<file path="config.mk">
export PLATFORM = sky130hd
export DESIGN_NAME = fcct_ctrl
export DESIGN_NICKNAME = d
export VERILOG_FILES = /design/src/rtl/fcct_pkg.sv /design/src/rtl/fcct_ctrl.sv
export SDC_FILE = /design/constraint.sdc
export NUM_CORES = 1
export LEC_CHECK = 0
export ABC_AREA = 1
export ABC_CLOCK_PERIOD_IN_PS = 900
export BUFFER_PORTS_ARGS = -buffer_cell sky130_fd_sc_hd__buf_2
export CAP_MARGIN = 10
export CORE_MARGIN = 1
export CORE_UTILIZATION = 40
export DETAILED_ROUTE_END_ITERATION = 10
export PLACE_DENSITY = 0.74
export SYNTH_ARGS = -nofsm -noshare
export SYNTH_HDL_FRONTEND = slang
export SYNTH_SLANG_ARGS = --single-unit
</file>
<file path="constraint.sdc">
create_clock -name clock -period 0.9 [get_ports clock]
set_input_delay 0.135 -clock clock [delete_from_list [all_inputs] [get_ports clock]]
set_output_delay 0.135 -clock clock [all_outputs]
set_load 0.02 [all_outputs]
</file>
<file path="src/rtl/fcct_pkg.sv">
// Shared constants, codes and controller/datapath interface types for the
// cluster chain table. No dependencies.
package fcct_pkg;

   localparam int TABLE_ENTRIES = 128;
   localparam int IDX_W         = $clog2(TABLE_ENTRIES);
   localparam int SCAN_W        = IDX_W + 1;
   localparam int CNT_W         = 8;
   localparam int DATA_W        = 32;

   localparam logic [CNT_W-1:0]  CNT_RESET          = 8'd128;
   localparam logic [DATA_W-1:0] ALL_ONES           = 32'hFFFF_FFFF;
   localparam logic [DATA_W-1:0] CHAIN_MASK         = 32'h0FFF_FFFF;
   localparam logic [DATA_W-1:0] END_OF_CHAIN       = 32'h0FFF_FFF8;
   localparam logic [DATA_W-1:0] FIRST_DATA_CLUSTER = 32'd2;

   typedef enum logic [1:0] {
      ACT_LOAD     = 2'd0,
      ACT_READ     = 2'd1,
      ACT_NEXT     = 2'd2,
      ACT_ALLOCATE = 2'd3
   } action_type;

   typedef enum logic [1:0] {
      STAT_OK      = 2'd0,
      STAT_INVALID = 2'd1,
      STAT_NO_FREE = 2'd2
   } status_type;

   typedef enum logic [1:0] {
      WR_LOAD = 2'd0,
      WR_MARK = 2'd1,
      WR_LINK = 2'd2
   } wr_sel_type;

   typedef enum logic [2:0] {
      RES_LOAD    = 3'd0,
      RES_RAW     = 3'd1,
      RES_MASKED  = 3'd2,
      RES_ALLOC   = 3'd3,
      RES_INVALID = 3'd4,
      RES_NO_FREE = 3'd5
   } res_sel_type;

   typedef struct packed {
      logic        capture;
      logic        mem_we;
      wr_sel_type  wr_sel;
      logic        rd_en;
      logic        rd_scan;
      logic        scan_init;
      logic        scan_inc;
      logic        found_load;
      logic        res_load;
      res_sel_type res_sel;
      logic        out_load;
   } cmd_type;

   typedef struct packed {
      action_type action;
      logic       in_table;
      logic       next_ok;
      logic       link_ok;
      logic       alloc_ok;
      logic       entry_zero;
      logic       scan_done;
      logic       out_free;
   } stat_type;

endpackage

</file>
<file path="src/rtl/fcct_ctrl.sv">
// Sequencer for the cluster chain table: decodes each transaction and
// steps the datapath through lookup, scan, mark and link. Uses fcct_pkg.
module fcct_ctrl (
   input  logic              clock,
   input  logic              reset,
   input  logic              req_tvalid,
   output logic              req_tready,
   input  fcct_pkg::stat_type stat,
   output fcct_pkg::cmd_type  cmd
);

   typedef enum logic [2:0] {
      ST_IDLE,
      ST_DECODE,
      ST_READ_WAIT,
      ST_SCAN_FIRST,
      ST_SCAN,
      ST_MARK,
      ST_LINK,
      ST_EMIT
   } state_type;

   state_type state_ff;
   state_type state_in;

   assign req_tready = (state_ff == ST_IDLE);

   always_comb begin
      cmd      = '0;
      cmd.wr_sel  = fcct_pkg::WR_LOAD;
      cmd.res_sel = fcct_pkg::RES_INVALID;
      state_in = state_ff;
      case (state_ff)
         ST_IDLE: begin
            if (req_tvalid) begin
               cmd.capture = 1'b1;
               state_in    = ST_DECODE;
            end
         end
         ST_DECODE: begin
            case (stat.action)
               fcct_pkg::ACT_LOAD: begin
                  cmd.res_load = 1'b1;
                  state_in     = ST_EMIT;
                  if (stat.in_table) begin
                     cmd.mem_we  = 1'b1;
                     cmd.wr_sel  = fcct_pkg::WR_LOAD;
                     cmd.res_sel = fcct_pkg::RES_LOAD;
                  end
               end
               fcct_pkg::ACT_READ: begin
                  if (stat.in_table) begin
                     cmd.rd_en = 1'b1;
                     state_in  = ST_READ_WAIT;
                  end else begin
                     cmd.res_load = 1'b1;
                     state_in     = ST_EMIT;
                  end
               end
               fcct_pkg::ACT_NEXT: begin
                  if (stat.next_ok) begin
                     cmd.rd_en = 1'b1;
                     state_in  = ST_READ_WAIT;
                  end else begin
                     cmd.res_load = 1'b1;
                     state_in     = ST_EMIT;
                  end
               end
               default: begin
                  if (stat.alloc_ok) begin
                     cmd.scan_init = 1'b1;
                     state_in      = ST_SCAN_FIRST;
                  end else begin
                     cmd.res_load = 1'b1;
                     cmd.res_sel  = fcct_pkg::RES_NO_FREE;
                     state_in     = ST_EMIT;
                  end
               end
            endcase
         end
         ST_READ_WAIT: begin
            cmd.res_load = 1'b1;
            cmd.res_sel  = (stat.action == fcct_pkg::ACT_NEXT) ?
                           fcct_pkg::RES_MASKED : fcct_pkg::RES_RAW;
            state_in     = ST_EMIT;
         end
         ST_SCAN_FIRST: begin
            cmd.rd_en    = 1'b1;
            cmd.rd_scan  = 1'b1;
            cmd.scan_inc = 1'b1;
            state_in     = ST_SCAN;
         end
         ST_SCAN: begin
            if (stat.entry_zero) begin
               cmd.found_load = 1'b1;
               state_in       = ST_MARK;
            end else if (stat.scan_done) begin
               cmd.res_load = 1'b1;
               cmd.res_sel  = fcct_pkg::RES_NO_FREE;
               state_in     = ST_EMIT;
            end else begin
               cmd.rd_en    = 1'b1;
               cmd.rd_scan  = 1'b1;
               cmd.scan_inc = 1'b1;
            end
         end
         ST_MARK: begin
            cmd.mem_we = 1'b1;
            cmd.wr_sel = fcct_pkg::WR_MARK;
            if (stat.link_ok) begin
               state_in = ST_LINK;
            end else begin
               cmd.res_load = 1'b1;
               cmd.res_sel  = fcct_pkg::RES_ALLOC;
               state_in     = ST_EMIT;
            end
         end
         ST_LINK: begin
            cmd.mem_we   = 1'b1;
            cmd.wr_sel   = fcct_pkg::WR_LINK;
            cmd.res_load = 1'b1;
            cmd.res_sel  = fcct_pkg::RES_ALLOC;
            state_in     = ST_EMIT;
         end
         ST_EMIT: begin
            if (stat.out_free) begin
               cmd.out_load = 1'b1;
               state_in     = ST_IDLE;
            end
         end
         default: begin
            state_in = ST_IDLE;
         end
      endcase
   end

   always_ff @(posedge clock) begin
      if (reset) begin
         state_ff <= ST_IDLE;
      end else begin
         state_ff <= state_in;
      end
   end

endmodule

</file>
==> results of run 1 <==
synthesized netlist by cell type:
master    number  area, um2
ha_1           4       50.1
inv_1         14       52.6
inv_2          3       11.3
nand4_1        4       25.0
a31o_2         1       8.76
nand3_4        1       17.5
dfxtp_1        3       60.1
nor2_8         1       20.0
nor3_1         1       5.00
o21ai_1        1       5.00
nand3_2        3       30.0
buf_4          1       7.51
nand3_1        4       20.0
buf_6          3       33.8
nand3b_1       2       15.0
nand2_1       17       63.8
xnor2_1        1       8.76
nand2_4        1       11.3
clkinv_4       1       8.76
o32ai_1        1       8.76
nor2_2         1       6.26
nor4_1         1       6.26
nor2_1        17       63.8
o31ai_1        1       7.51
o21ai_0        2       10.0
cell families after synthesis:
kind of cell | share of synthesized area, %
AO/OA/AOI/OAI | 7.19
flip-flops | 10.8
AND/OR/NAND/NOR | 51.0
buffers and inverters | 20.4
adder cells (fa/ha/maj) | 8.99
XOR/XNOR | 1.57
power by group:
group	internal (W)	total [W]	switching (W)
registers	0.000224	0.000474	0.000250
logic	0.00157	0.00330	0.00173
clock network	0.000168	0.000268	0.0000998
total	0.00196	0.00404	0.00208
final cells by class:
type                       count  area (um2)
clock buffer                   4        26.3
fill                          36        70.1
inverter                      18        82.6
multi-input combinational     64         574
sequential                     3        71.3
tap                           15        18.8
timing repair buffer          53         458
timing repair:
action	CTS	global route
setup endpoints to repair	18	18
gates resized for setup	31	31
buffers inserted	3	3
pin swaps	2	12
final timing paths:
check	startpoint	end	slack, ns	cells past startpoint
max reg2reg	state_ff[2]	state_ff[0]	-0.53	9
max	state_ff[2]	cmd[4]	-0.58	6
min	reset	state_ff[1]	0.23	4
min reg2reg	state_ff[1]	state_ff[1]	0.78	5
stage by stage:
step	area [um2]	instances	power [W]	hold slack, ns
finish	1230	157	0.00404	0.228
global route	1230	157	0.00417	0.220
CTS	1130	156	0.00338	0.146
detailed placement	983	149	0.00265	0.390
global placement	983	149	0.00259	0.389
floorplan	694	89	0.00196	0.297
layer usage:
layer  wire (um)  GRT usage, %  vias to the layer above
li1            -             -                      391
met5           0             0                        -
met2        1540          55.8                       86
met1        1050          31.2                      395
met4         337          15.5                        0
met3         376          10.8                       44
worst max-delay path: cells and delay by family, from the launching register on:
family,cells,cell delay (ns)
buffers and inverters,2,0.27
flip-flops,1,0.44
AND/OR/NAND/NOR,4,0.37
==> flow_metrics.tcl, run 1 <==
set metrics [dict create \
    status "finished, violations left" \
    violations "negative setup slack" \
    cts_tree "yes" \
    final_nets 159 \
    drc_errors 0 \
    period_needed_ns 1.48 \
    post-route-util_pct 94.6 \
    ant_nets 0 \
    clk_path_buf_depth 2 \
    clk_latency_ns 0.24 \
    critical_path.max_stage_delay_ns 0.44 \
    io_pins 27 \
    maxCapViolCount 0 \
    skew_ns 0.00206 \
    hold_class "in -> reg" \
    place.gp.congestion 0.790 \
    die_w_um 39.3 \
    final_common_cell "buf_4" \
    rsz0062_at_grt "true" \
    drive_gt1_share_pct 68.3 \
    setup_tns_ns -8.87 \
    fin_ws_ns -0.577 \
    ys_seq_elements 3 \
    ctsRootBufferMaster "clkbuf_4" \
    clock-sinks 3 \
    largestRegisters "state_ff (3)" \
    final_max_slew_viol_count 0 \
    worst_ep_arrival_time_ns 1.34 \
    port_buffers 26 \
    syn_nets 105 \
    drt_pass1_iterations 4 \
    via_count 916 \
    yosysWarnings 0 \
    initial_core_util_pct 42.8 \
    finalHoldViolCount 0 \
    synthCells 89 \
    antenna_found_initial 0 \
    hpwl_mm 1.38 \
    die_y_um 39.3 \
    rows 13 \
    pre_cts_slack_ns -0.378 \
    ctsHoldBuffers 0 \
    relSlewSlack_pct 81.4 \
    setup_viol 18 \
    worstMarginPinSlew_ns 0.278 \
    grt_overflow 0 \
    slowest_stage "dfxtp_4" \
    wl_per_cell_um 21.0 \
    ys_types 25 \
    powerDensity_nw_per_um2 3280 \
    ir_drop_mv 2.39 \
    grt_pass1_vias 735 \
    avgSynthCellArea_um2 6.26 \
    crit_fanout 7 \
    crit_type "reg -> out" \
    largest_reg_flops 3 \
    most-common-layout-cells "buf_4, buf_6, buf_2" \
    largest-register "state_ff" \
    drt_wl_total_mm 3.30 \
    fmax_ghz 0.677 \
    vias_per_cell 5.83 \
    clkSlewWorstSetupHoldPaths_ns 0.05 \
    crit_chain "nor2_8 -> nand2_4 -> clkinv_4 -> nand3_4 -> nand4_1 -> buf_4" \
    syn_area_um2 557 \
    grt_pass1_wl_mm 3.04 \
    core_um2 1300 \
    htree_levels 1 \
    drt_iter0_drc 54 \
    n_antenna_cell 0 \
    p_leak_nw 0.613 \
    end_kind "primary output" \
    ys_seq_area_share_pct 10.8 \
    die_area_um2 1550 \
    grt_usage_pct 31.1 \
    numCtsBuffers 3 \
    critPathRequiredTime_ns 0.76 \
    area_growth_pct 121 \
    grt_max_degree 10 \
    fin_crit_sh_pct 164 \
    start_kind "flip-flop" \
]
(Power assumes the default switching activity.)
==> run 2, diff against run 1 <==
--- a/config.mk
+++ b/config.mk
@@ -13,6 +13,8 @@
 export CORE_UTILIZATION = 40
 export DETAILED_ROUTE_END_ITERATION = 10
 export PLACE_DENSITY = 0.74
+export REMOVE_ABC_BUFFERS = 1
+export SKIP_CTS_REPAIR_TIMING = 1
 export SYNTH_ARGS = -nofsm -noshare
 export SYNTH_HDL_FRONTEND = slang
 export SYNTH_SLANG_ARGS = --single-unit
==> flow_metrics.tcl, run 2 (synthesis gave the netlist of run 1 again) <==
set metrics [dict create \
    swShare_pct 50.0 \
    place.gp.congestion 0.827 \
    drt_iter0_drc 18 \
    clock-sinks 3 \
    fin_ws_ns -0.526 \
    p_sw_w 0.00151 \
    hold_ws_ns 0.139 \
    vias_per_cell 4.97 \
    holdPathEnd "state_ff[2]" \
    grt_usage_pct 22.0 \
    numCtsBuffers 3 \
    clk_path_buf_depth 2 \
    fmax_ghz 0.701 \
    final_cell_count_no_fill 146 \
    worst_ep_arrival_time_ns 1.29 \
    rows 13 \
    drt_wl_total_mm 1.79 \
    die_w_um 39.3 \
    cts_tree "yes" \
    relSlewSlack_pct 86.2 \
    period_needed_ns 1.43 \
    rsz0062_at_grt "true" \
    grt_pass1_wl_mm 2.30 \
    port_buffers 26 \
    place_inst 142 \
    maxCapViolCount 0 \
    ff2ff_setup_slack_ns -0.31 \
    largest-register "state_ff" \
    hold_class "in -> reg" \
    io_pins 27 \
    r2r_start "state_ff[2]" \
    powerDensity_nw_per_um2 3080 \
    setup_tns_ns -7.51 \
    crit_top_cell "nor2_2" \
    largest_reg_flops 3 \
    worst-r2r-cell-count 8 \
    skew_ns 0.00258 \
    finalHoldViolCount 0 \
    pre_cts_slack_ns -0.438 \
    final_common_cell "buf_4" \
    ir_drop_mv 1.71 \
    htree_levels 1 \
    n_antenna_cell 0 \
    clkPwrFrac_pct 8.6 \
    critical_path_buf_inv_count 2 \
    initial_core_util_pct 42.8 \
    power_w 0.00301 \
    worstMarginPinSlew_ns 0.206 \
    wl_per_cell_um 12.2 \
    drc_errors 0 \
    final_nets 148 \
    area_growth_pct 75.5 \
    hold_start "reset" \
    crit_start "state_ff[1]" \
    crit_chain "inv_2 -> nand3_4 -> nor2_2 -> nor2_2 -> nand4_1 -> buf_4" \
    clkSlewWorstSetupHoldPaths_ns 0.04 \
    antenna_found_initial 0 \
    critical_path.max_stage_delay_ns 0.41 \
    grt_overflow 0 \
    start_kind "flip-flop" \
    slowest_stage "dfxtp_4" \
    die_area_um2 1550 \
    hold_depth 4 \
    via_count 726 \
    clk_latency_ns 0.24 \
    final_max_slew_viol_count 0 \
    die_y_um 39.3 \
    drive_gt1_share_pct 56.5 \
    ant_nets 0 \
    critical_path.top_delay_family "flip-flops" \
    p_seq_share_pct 13.6 \
    p_leak_nw 0.515 \
    violations "negative setup slack" \
    p_int_w 0.00151 \
    largestRegisters "state_ff (3)" \
    status "finished, violations left" \
    ctsRootBufferMaster "clkbuf_4" \
    critPathRequiredTime_ns 0.76 \
    core_um2 1300 \
    drt_pass1_iterations 4 \
    fill_cells 116 \
    setup_viol 18 \
    most-common-layout-cells "buf_4, nand2_1, buf_2" \
    hpwl_mm 1.22 \
    end_kind "primary output" \
    reg2reg_to "state_ff[0]" \
    grt_max_degree 9 \
    crit_type "reg -> out" \
    crit_fanout 7 \
    p_comb_share_pct 77.8 \
    fin_crit_sh_pct 158 \
    grt_pass1_vias 578 \
]
==> run 2: cell types whose count changed in the layout (fill, tap and decap cells not counted), sizes merged <==
cell | before | now
buf | 53 | 42
==> run 2: stage by stage <==
| step | area [um2] | utilization, % |
|---|---|---|
| 2_1_floorplan | 515 | - |
| 3_3_place_gp | 797 | 61.3 |
| 3_5_place_dp | 797 | 61.3 |
| 4_1_cts | 823 | 63.3 |
| 5_1_grt | 977 | 75.1 |
| 6_report | 977 | 75.1 |
==> run 2: cell type report <==
cell class / count / area [um2] / area share (%)
clock buffers: 4 / 26.3 / 2.69
inverters: 18 / 77.6 / 7.94
multi-input cells: 64 / 470 / 48.1
flip-flops and latches: 3 / 71.3 / 7.30
well taps: 15 / 18.8 / 1.92
repair buffers: 42 / 313 / 32.0
==> run 2: power by group through the flow <==
stage | Combinational (W) | Clock (W) | Sequential, W
after floorplan | 0.00106 | 0 | 0.000346
after global placement | 0.00184 | 0 | 0.000292
after detailed placement | 0.00186 | 0 | 0.000291
after CTS | 0.00186 | 0.000253 | 0.000290
after global routing | 0.00250 | 0.000274 | 0.000419
final | 0.00235 | 0.000259 | 0.000410
==> run 2: metal layers <==
| layer | GRT usage, % | routed length, um | vias up |
|---|---|---|---|
| li1 | - | - | 363 |
| met1 | 22.4 | 658 | 327 |
| met2 | 42.1 | 1000 | 34 |
| met3 | 6.82 | 107 | 2 |
| met4 | 6.03 | 17 | 0 |
| met5 | 0 | 0 | - |
==> run 2: worst max-delay path by stage <==
| stage | end | slack (ns) | cells past startpoint |
|---|---|---|---|
| global placement | cmd[9] | -0.43 | 6 |
| floorplan | cmd[2] | -0.65 | 4 |
| CTS | cmd[9] | -0.71 | 6 |
| finish | cmd[4] | -0.53 | 6 |
| detailed placement | cmd[9] | -0.44 | 6 |
| global route | cmd[1] | -0.60 | 6 |
==> run 2: worst min-delay path: cells and delay by family <==
family / cells / cell delay, ns
buf+inv: 2 / 0.12
simple gates: 2 / 0.08
==> run 3, diff against run 2 <==
--- a/config.mk
+++ b/config.mk
@@ -10,9 +10,10 @@
 export BUFFER_PORTS_ARGS = -buffer_cell sky130_fd_sc_hd__buf_2
 export CAP_MARGIN = 10
 export CORE_MARGIN = 1
-export CORE_UTILIZATION = 40
+export CORE_UTILIZATION = 42
+export CTS_BUF_LIST = sky130_fd_sc_hd__clkbuf_8
 export DETAILED_ROUTE_END_ITERATION = 10
-export PLACE_DENSITY = 0.74
+export PLACE_DENSITY = 0.77
 export REMOVE_ABC_BUFFERS = 1
 export SKIP_CTS_REPAIR_TIMING = 1
 export SYNTH_ARGS = -nofsm -noshare
==> flow_metrics.tcl, run 3 (synthesis gave the netlist of run 1 again) <==
set metrics [dict create \
    status "finished, violations left" \
    violations "negative setup slack" \
    ff2ff_setup_slack_ns -0.30 \
    area_growth_pct 67.6 \
    rsz0062_at_grt "true" \
    worst_ep_arrival_time_ns 1.29 \
    clk_path_buf_depth 2 \
    r2r_start "state_ff[2]" \
    hold_start "reset" \
    p_int_w 0.00152 \
    hold_depth 4 \
    ctsRootBufferMaster "clkbuf_8" \
    place.gp.congestion 0.879 \
    die_area_um2 1480 \
    htree_levels 1 \
    holdPathEnd "state_ff[2]" \
    crit_fanout 7 \
    die_y_um 38.4 \
    drt_wl_total_mm 1.72 \
    fill_cells 86 \
    rows 12 \
    place_area_um2 773 \
    most-common-layout-cells "buf_4, nand2_1, buf_2" \
    numCtsBuffers 3 \
    clock-sinks 3 \
    start_kind "flip-flop" \
    core_um2 1170 \
    largest-register "state_ff" \
    period_needed_ns 1.42 \
    maxCapViolCount 0 \
    drt_iter0_drc 18 \
    setup_viol 18 \
    grt_pass1_vias 619 \
    p_sw_w 0.00142 \
    fmax_ghz 0.703 \
    final_nets 147 \
    drive_gt1_share_pct 51.5 \
    finalHoldViolCount 0 \
    grt_usage_pct 23.9 \
    largestRegisters "state_ff (3)" \
    initial_core_util_pct 47.5 \
    hold_class "in -> reg" \
    n_antenna_cell 0 \
    fin_ws_ns -0.522 \
    largest_reg_flops 3 \
    critPathRequiredTime_ns 0.76 \
    die_w_um 38.4 \
    skew_ns 0.00513 \
    setup_tns_ns -7.20 \
    wl_per_cell_um 11.9 \
    final_max_slew_viol_count 0 \
    crit_type "reg -> out" \
    ant_nets 0 \
    io_pins 27 \
    relSlewSlack_pct 79.9 \
    clk_latency_ns 0.22 \
    clkSlewWorstSetupHoldPaths_ns 0.03 \
    via_count 745 \
    antenna_found_initial 0 \
    swShare_pct 48.3 \
    cts_tree "yes" \
    worstMarginPinSlew_ns 0.299 \
    worst-r2r-cell-count 8 \
    p_seq_share_pct 12.2 \
    grt_max_degree 10 \
    clkPwrFrac_pct 13.3 \
    vias_per_cell 5.17 \
    drt_pass1_iterations 4 \
    reg2reg_to "state_ff[0]" \
    p_leak_nw 0.517 \
    powerDensity_nw_per_um2 3140 \
    grt_overflow 0 \
    hpwl_mm 1.20 \
    p_comb_share_pct 74.5 \
    fin_crit_sh_pct 158 \
    ir_drop_mv 1.88 \
    end_kind "primary output" \
    drc_errors 0 \
    port_buffers 26 \
    grt_pass1_wl_mm 2.46 \
    final_common_cell "buf_4" \
    design_area_um2 933 \
]
run 3: cell count changes in the layout (fill, tap and decap cells not counted), moves of 2 or more:
cell | previous run | this run
buf_6 | 8 | 5
inv_1 | 12 | 14
clkbuf_8 | 0 | 3
buf_2 | 13 | 15
nor2_1 | 11 | 13
clkbuf_4 | 3 | 0
run 3: area by class of cell:
cell class	instances	area, um2	share of cell area, %
multi-input combinational	64	423	45.3
timing repair buffer	41	302	32.3
sequential	3	71.3	7.64
clock buffer	3	41.3	4.42
tap	14	17.5	1.88
clock inverter	1	3.75	0.402
inverter	18	75.1	8.04
run 3: power by group through the flow:
| stage | sequential (W) | combinational (W) | clock, W |
|---|---|---|---|
| final | 0.000358 | 0.00219 | 0.000390 |
| after detailed placement | 0.000326 | 0.00177 | 0 |
| after CTS | 0.000325 | 0.00179 | 0.000402 |
| after floorplan | 0.000346 | 0.00106 | 0 |
| after global placement | 0.000321 | 0.00173 | 0 |
| after global routing | 0.000366 | 0.00234 | 0.000418 |
run 3: worst max-delay path, cell delays in order, from the launching register on:
cell,delay [ns]
dfxtp_4,0.35
buf_12,0.13
nor2_8,0.04
nand2_4,0.09
clkinv_4,0.08
a31o_2,0.25
buf_6,0.13
run 3: worst max path at each step:
stage,startpoint,to,slack (ns),cells after the start
floorplan,state_ff[1],cmd[2],-0.65,4
global placement,state_ff[1],cmd[9],-0.52,6
detailed placement,state_ff[1],cmd[9],-0.53,6
CTS,state_ff[1],cmd[9],-0.77,6
global route,state_ff[2],cmd[1],-0.57,6
finish,state_ff[2],cmd[9],-0.52,6
run 3: stage by stage:
stage | instances | total power, W | setup WS, ns | hold slack (ns) | util (%)
global placement | 138 | 0.00205 | -0.517 | 0.388 | 66.0
CTS | 142 | 0.00252 | -0.772 | 0.182 | 69.9
finish | 144 | 0.00293 | -0.522 | 0.172 | 79.7
global route | 144 | 0.00312 | -0.569 | 0.184 | 79.7
detailed placement | 138 | 0.00210 | -0.528 | 0.390 | 66.0
floorplan | 85 | 0.00141 | -0.654 | 0.297 | -
run 3: per-layer routing:
| layer | wire length [um] | global-route usage, % | part of all wire [%] |
|---|---|---|---|
| met1 | 691 | 28.4 | 40 |
| met2 | 908 | 41.5 | 53 |
| met3 | 99 | 4.65 | 5.8 |
| met4 | 16 | 9.48 | 0.93 |
| met5 | 0 | 0 | 0 |
